<file path="src/rtl/core/qcpm_pkg.sv">
// shared types, constants and register indexes of the cascaded pid motor mixer
package qcpm_pkg;

  localparam int FracBits  = 4;
  localparam int GainW     = 24;
  localparam int NumGains  = 8;
  localparam int IdxW      = 3;
  localparam int SensW     = 16;
  localparam int StickW    = 12;
  localparam int ModeW     = 2;
  localparam int MotorW    = 13;
  localparam int QuotW     = 14;
  localparam int DivInW    = 20;
  localparam int AngleLim  = 20 << FracBits;
  localparam int RateLim   = 90 << FracBits;

  typedef enum logic [IdxW-1:0] {
    RegAngleP  = 3'd0,
    RegAngleI  = 3'd1,
    RegRateP   = 3'd2,
    RegRateIP  = 3'd3,
    RegRateIR  = 3'd4,
    RegRateDP  = 3'd5,
    RegRateDR  = 3'd6,
    RegYaw     = 3'd7
  } reg_idx_t;

  typedef enum logic [1:0] {
    ModeNormal = 2'd0,
    ModeSport  = 2'd1,
    ModeCal    = 2'd2,
    ModeSpare  = 2'd3
  } mode_t;

  typedef enum logic [2:0] {
    S_IDLE,
    S_PREP,
    S_ANG,
    S_ATRUNC,
    S_RATE,
    S_MIX
  } state_t;

  typedef logic [GainW-1:0] gain_t;

  localparam gain_t GainReset [NumGains] = '{
    24'd3984589, 24'd0, 24'd1468006, 24'd524,
    24'd2412, 24'd52429, 24'd83886, 24'd3670016
  };

endpackage

</file>
<file path="src/rtl/core/qcpm_div83.sv">
// bit-serial restoring divider by 83, one quotient bit a cycle
module qcpm_div83
  import qcpm_pkg::*;
(
  input  logic              clk,
  input  logic              rst,
  input  logic              start,
  input  logic [DivInW-1:0] dividend,
  output logic [QuotW-1:0]  quot,
  output logic              done
);

  localparam int CntW = $clog2(DivInW + 1);

  logic [DivInW-1:0] num;
  logic [DivInW-1:0] q;
  logic [6:0]        rem;
  logic [CntW-1:0]   cnt;
  logic [7:0]        trial;
  logic              fits;

  assign trial = {rem, num[DivInW-1]};
  assign fits  = trial >= 8'd83;

  always_ff @(posedge clk) begin
    if (rst) begin
      cnt  <= '0;
      done <= 1'b0;
    end else if (start) begin
      cnt  <= CntW'(DivInW);
      done <= 1'b0;
    end else if (cnt != '0) begin
      cnt <= cnt - 1'b1;
      if (cnt == CntW'(1)) begin
        done <= 1'b1;
      end
    end
  end

  always_ff @(posedge clk) begin
    if (start) begin
      num <= dividend;
      rem <= '0;
      q   <= '0;
    end else if (cnt != '0) begin
      num <= {num[DivInW-2:0], 1'b0};
      rem <= fits ? 7'(trial - 8'd83) : trial[6:0];
      q   <= {q[DivInW-2:0], fits};
    end
  end

  assign quot = q[QuotW-1:0];

endmodule

</file>
<file path="config.mk">
export PLATFORM = sky130hd
export DESIGN_NAME = qcpm_div83
export DESIGN_NICKNAME = d
export VERILOG_FILES = /design/src/rtl/core/qcpm_pkg.sv /design/src/rtl/core/qcpm_div83.sv
export SDC_FILE = /design/constraint.sdc
export NUM_CORES = 1
export LEC_CHECK = 0
export ABC_AREA = 1
export BUFFER_PORTS_ARGS = -buffer_cell sky130_fd_sc_hd__clkbuf_2
export CORE_MARGIN = 5
export CORE_UTILIZATION = 55
export DETAILED_ROUTE_END_ITERATION = 6
export PLACE_DENSITY_LB_ADDON = 0.15
export SETUP_SLACK_MARGIN = 0.4
export SYNTH_ARGS = -nofsm -noshare
export SYNTH_HDL_FRONTEND = slang
export SYNTH_SLANG_ARGS = --single-unit
</file>
<file path="constraint.sdc">
create_clock -name clk -period 2 [get_ports clk]
set_input_delay 0.4 -clock clk [delete_from_list [all_inputs] [get_ports clk]]
set_output_delay 0.4 -clock clk [all_outputs]
set_load 0.03 [all_outputs]
</file>
== Yosys cells after proc, flatten, opt, wreduce, memory -nomap -nowiden ==
Index checks and enable logic that the tools add are counted.

* Register bits: 47
* Latch bits: 0
* Memory bits (writable): 0
* Memory bits (read-only): 0
* Word-level logic and storage cells: 19
* Memories kept: 0

* Add/subtract/negate cells: 2
* Multipliers: 0
* Divide/modulo/power cells: 0
* Order comparisons: 1
* Equality and inequality tests: 1
* Shifts and indexed selects: 0
* Mux-type cells: 5
* Bitwise logic cells: 0
* Reduce and logical (&&, ||, !) cells: 4

{| class="wikitable"
|+ Operators with widths
! cell !! number
|-
| 20-bit two-way mux || 2
|-
| 5-bit two-way mux || 2
|-
| 8-bit by 7-bit >= comparator with 1-bit output, second input constant || 1
|-
| 7-bit two-way mux || 1
|-
| 7-bit subtractor, second input constant || 1
|-
| 5-bit by 1-bit == test with 1-bit output, second input constant || 1
|-
| 5-bit nonzero test || 1
|-
| 5-bit by 1-bit subtractor with 5-bit output, second input constant || 1
|-
| 2-bit AND reduction || 1
|-
| 2-bit nonzero test || 1
|-
| 2-bit OR reduction || 1
|}

== Depth between registers and ports, before layout ==
* Depth in word-level cells: 3
* Gate-level depth with buffers: 10
* Gate-level depth less buffers: 9

== Worst setup path after synthesis ==
No wires, ideal clock.

* Path kind: register to register
* Start: register cnt[0]
* End: register num[0] (enable)
* Library setup time: 322 ps
* Arrival time: 1210 ps
* Slack: 468 ps
* Stages on the path, launching flop included: 9
* Path through: dfxtp_1 -> inv_1 -> ha_1 -> inv_2 -> nor2_4 -> nand2_8 -> nor2_8 -> inv_2 -> buf_6

* Word-level cells in the longest chain between the ends: 2

{| class="wikitable"
|+ RTL lines
! element !! RTL line !! source
|-
| from (decl) || qcpm_div83.sv:18 || <nowiki>logic [CntW-1:0] cnt;</nowiki>
|-
| from (signal assigned) || qcpm_div83.sv:30 || <nowiki>cnt <= CntW'(DivInW);</nowiki>
|-
| from (signal assigned) || qcpm_div83.sv:33 || <nowiki>cnt <= cnt - 1'b1;</nowiki>
|-
| 5-bit nonzero test || qcpm_div83.sv:45 || <nowiki>end else if (cnt != '0) begin</nowiki>
|-
| 2-bit nonzero test (no line) || n/a ||
|-
| to (signal assigned) || qcpm_div83.sv:42 || <nowiki>num <= dividend;</nowiki>
|-
| to (signal assigned) || qcpm_div83.sv:46 || <nowiki>num <= {num[DivInW-2:0], 1'b0};</nowiki>
|-
| to (decl) || qcpm_div83.sv:15 || <nowiki>logic [DivInW-1:0] num;</nowiki>
|}

No other way between the ends.
A chain may end at the register's enable or synchronous reset.

== Worst setup path after layout ==
* Start: register cnt[1]
* End: register q[1]

* Word-level cells in the longest chain between the ends: 1

{| class="wikitable"
|+ RTL lines
! element !! RTL line !! source
|-
| 5-bit nonzero test || qcpm_div83.sv:45 ||
|-
| to (signal assigned) || qcpm_div83.sv:48 || <nowiki>q <= {q[DivInW-2:0], fits};</nowiki>
|-
| to (decl) || qcpm_div83.sv:16 || <nowiki>logic [DivInW-1:0] q;</nowiki>
|}

No other way between the ends.

==> impl_summary.log <==
INFO  metric syn_to_final_growth = 18.9%
INFO  metric proportion_of_synthesized_area_in_mux_cells = 0
INFO  metric final_setup_fails = 0
INFO  metric first_global_vias = around 1,600
INFO  metric worst_slew_margin_rel = 0.612
INFO  metric placement_rows = 22
INFO  metric synth_top_family_by_area = simple AND/OR/NAND/NOR gates
INFO  metric drc = 0
INFO  metric clock_tree_from_tritoncts = yes
INFO  metric worstSetupPathType = flop to flop
INFO  metric diodes = 0
INFO  metric ir_drop = around 0.00047 V
INFO  metric die_w = about 73 microns
INFO  metric route.final.wire_length = 3.91 mm
INFO  metric synth_compound_gate_area_share = 0.119
INFO  metric final_net_count = ~320
INFO  metric fin_hold_ws = about 0.27 ns
INFO  metric startpoint_type = flop
INFO  metric postSynthCellCount = 243
INFO  metric syn-num-nets = 269
INFO  metric holdCritPathClass = primary input to flop
INFO  metric postSynth.asyncResetShare = 0
INFO  metric initial_antenna_violation_count = 0
INFO  metric netlist-cell-type-count = 29
INFO  metric synth_seq_area_share = 0.531
INFO  metric ant_nets = 0
INFO  metric detailedRoute.firstPassIterationCount = 4
INFO  metric period_needed = 1.48 ns
INFO  metric clock_skew = approximately 0.0086 ns
INFO  metric slew_violations = 0
INFO  metric placed_cells = between 300 and 400
INFO  metric place_congestion = slightly below 0.8
INFO  metric insertion_delay = around 0.30 ns
INFO  metric detailedPlacementHpwl = 2.72 mm
INFO  metric syn_std_cell_area = 2150 sq um
INFO  metric first_drt_iteration_drcs = between 100 and 150
INFO  metric status = complete, no violations
INFO  metric clock_transition_time_at_the_flip_flop_clock_pins_of_the_worst_setup_and_hold_paths = approximately 0.080 ns
INFO  metric viasPerCell = 4.84
INFO  metric worst-endpoint-required = about 2.2 ns
INFO  metric total_power = between 2000 and 2500 uW
INFO  metric grt_setup_unrepaired = true
INFO  metric most_frequent_standard_cell_in_the_layout_excluding_fill_and_tap_cells = nand2_1
INFO  metric floorplan.die_area = approximately 5300 sq um
INFO  metric grt-ovfl-total = 0
INFO  metric postSynth.topFlopCell = dfxtp_1
INFO  metric max_buffers_root_to_sink = 2
INFO  metric synth_enable_flop_cells = 20
INFO  metric worst-path-max-fanout = 13
INFO  metric timing.setup.tns = 0 ns
INFO  metric grt_max_degree = 22
INFO  metric drv.max_cap_violation_count = 0
INFO  metric layout_worst_path_cycle_share = 0.741
INFO  metric cts_buffers = 5
INFO  metric power_density = 822 nW/um^2
INFO  metric globalRouteTotalUtil = 0.162
INFO  metric synthSimpleGateAreaFrac = 0.246
INFO  metric ys_ff_latch = 47
INFO  metric cts.htree.levels = 2
INFO  metric finalCoreUtilization = 0.688
INFO  metric buffer_type_at_the_clock_tree_root = clkbuf_8
INFO  metric cellLeakagePower = roughly 0.0012 uW
INFO  metric finalNonFillerCells = between 300 and 400
INFO  metric cts.sink_count = 47
INFO  metric yosys_warnings = 0
INFO  metric critPathArrivalTime = 1.67 ns
INFO  metric wl_per_instance = 11.6 microns
INFO  metric cp-end-kind = flop
INFO  metric initial_utilization = 0.578
INFO  metric maxClockFrequency = a little under 700 MHz
INFO  metric layout_common_cells = nand2_1 (89), clkbuf_2 (37), inv_1 (30)
INFO  metric boundaryPins = 38
INFO  metric synth_xor_xnor_area_share = 0
INFO  metric synth-adder-area-share = 0.0175
INFO  metric worst_pin_slew = between 0.5 and 0.6 ns
INFO  metric port_buffers = 37
INFO  metric route.vias.total = roughly 1,600
INFO  metric coreArea = around 3700 sq um
INFO  metric drive_gt1_frac = 0.279
INFO  metric die_height = just over 70 microns
INFO  metric per_instance_average_area_after_synthesis = 8.84 sq um
INFO  metric timing_hold_violations_final = 0
INFO  metric grt_pass1_wl = roughly 6.7 mm
## area by class of cell
cell class	count	area, sq um
sequential	47	1140
timing repair buffer	47	293
tap	48	60.1
inverter	35	139
multi-input combinational	153	831
clock buffer	6	76.3
clock inverter	2	12.5
fill	300	1160
## path summary, 6_finish.rpt
kind	from	to	slack [ns]	cells after the start
worst min register to register	done	done	0.45	2
worst max register to register	cnt[1]	q[1]	0.52	10
worst max-delay path	cnt[1]	q[1]	0.52	10
worst min-delay path	rst	cnt[2]	0.27	2
## critical path, cell delays in order (launching register included)
cell	delay, ns
dfxtp_2	0.33
inv_1	0.07
ha_2	0.19
inv_2	0.05
nor2_4	0.14
nand2_8	0.08
buf_4	0.15
inv_2	0.10
nor2_8	0.06
inv_8	0.12
o22ai_1	0.08
## timing repair
action | 4_1_cts | 5_1_grt
setup endpoints to repair | 20 | 20
resized for setup | 4 | 4
pin swaps | 4 | 1
hold buffers | 0 | 0
gates cloned | 1 | 0
setup buffers | 5 | 2
## registers in the layout, summed over array words and instances (netlist names)
register,flops
cnt,5
done,1
rem,7
num,20
q,14
## cells by family (layout without fill, tap and decap cells)
group / after synthesis / count (layout)
and+or+nand+nor: 117 / 117
DFF: 47 / 47
buffers and inverters: 43 / 90
AOI/OAI and AO/OA: 33 / 33
adders and majority gates: 3 / 3
## synthesized netlist by cell type (3+ instances only)
cell,instances,area [sq um]
o22ai_2,10,125
buf_2,3,15.0
inv_1,30,113
o21ai_1,4,20.0
o22ai_1,3,18.8
edfxtp_1,20,601
a21oi_1,10,50.1
ha_1,3,37.5
inv_2,4,15.0
nand3_1,12,60.1
nand2_1,90,338
nor2_1,6,22.5
dfxtp_1,27,541
## report_power, final
group          switching [uW]  leakage (uW)  internal, uW
Clock                     315     0.0000446           258
Combinational             221      0.000689           156
Sequential               46.1      0.000434          1110
Total                     582       0.00117          1520
## per-stage QoR
stage               area, sq um  setup slack [ns]
floorplan                  2150             0.468
global placement           2370             0.401
detailed placement         2370             0.402
CTS                        2530             0.418
global route               2550             0.394
finish                     2550             0.518
## per-layer routing
layer,track usage,part of all wire
met1,0.201,0.46
met4,0.0492,0.014
met2,0.264,0.48
met3,0.0568,0.044
met5,0,0
Note: power is estimated with default switching activity, not from simulation.
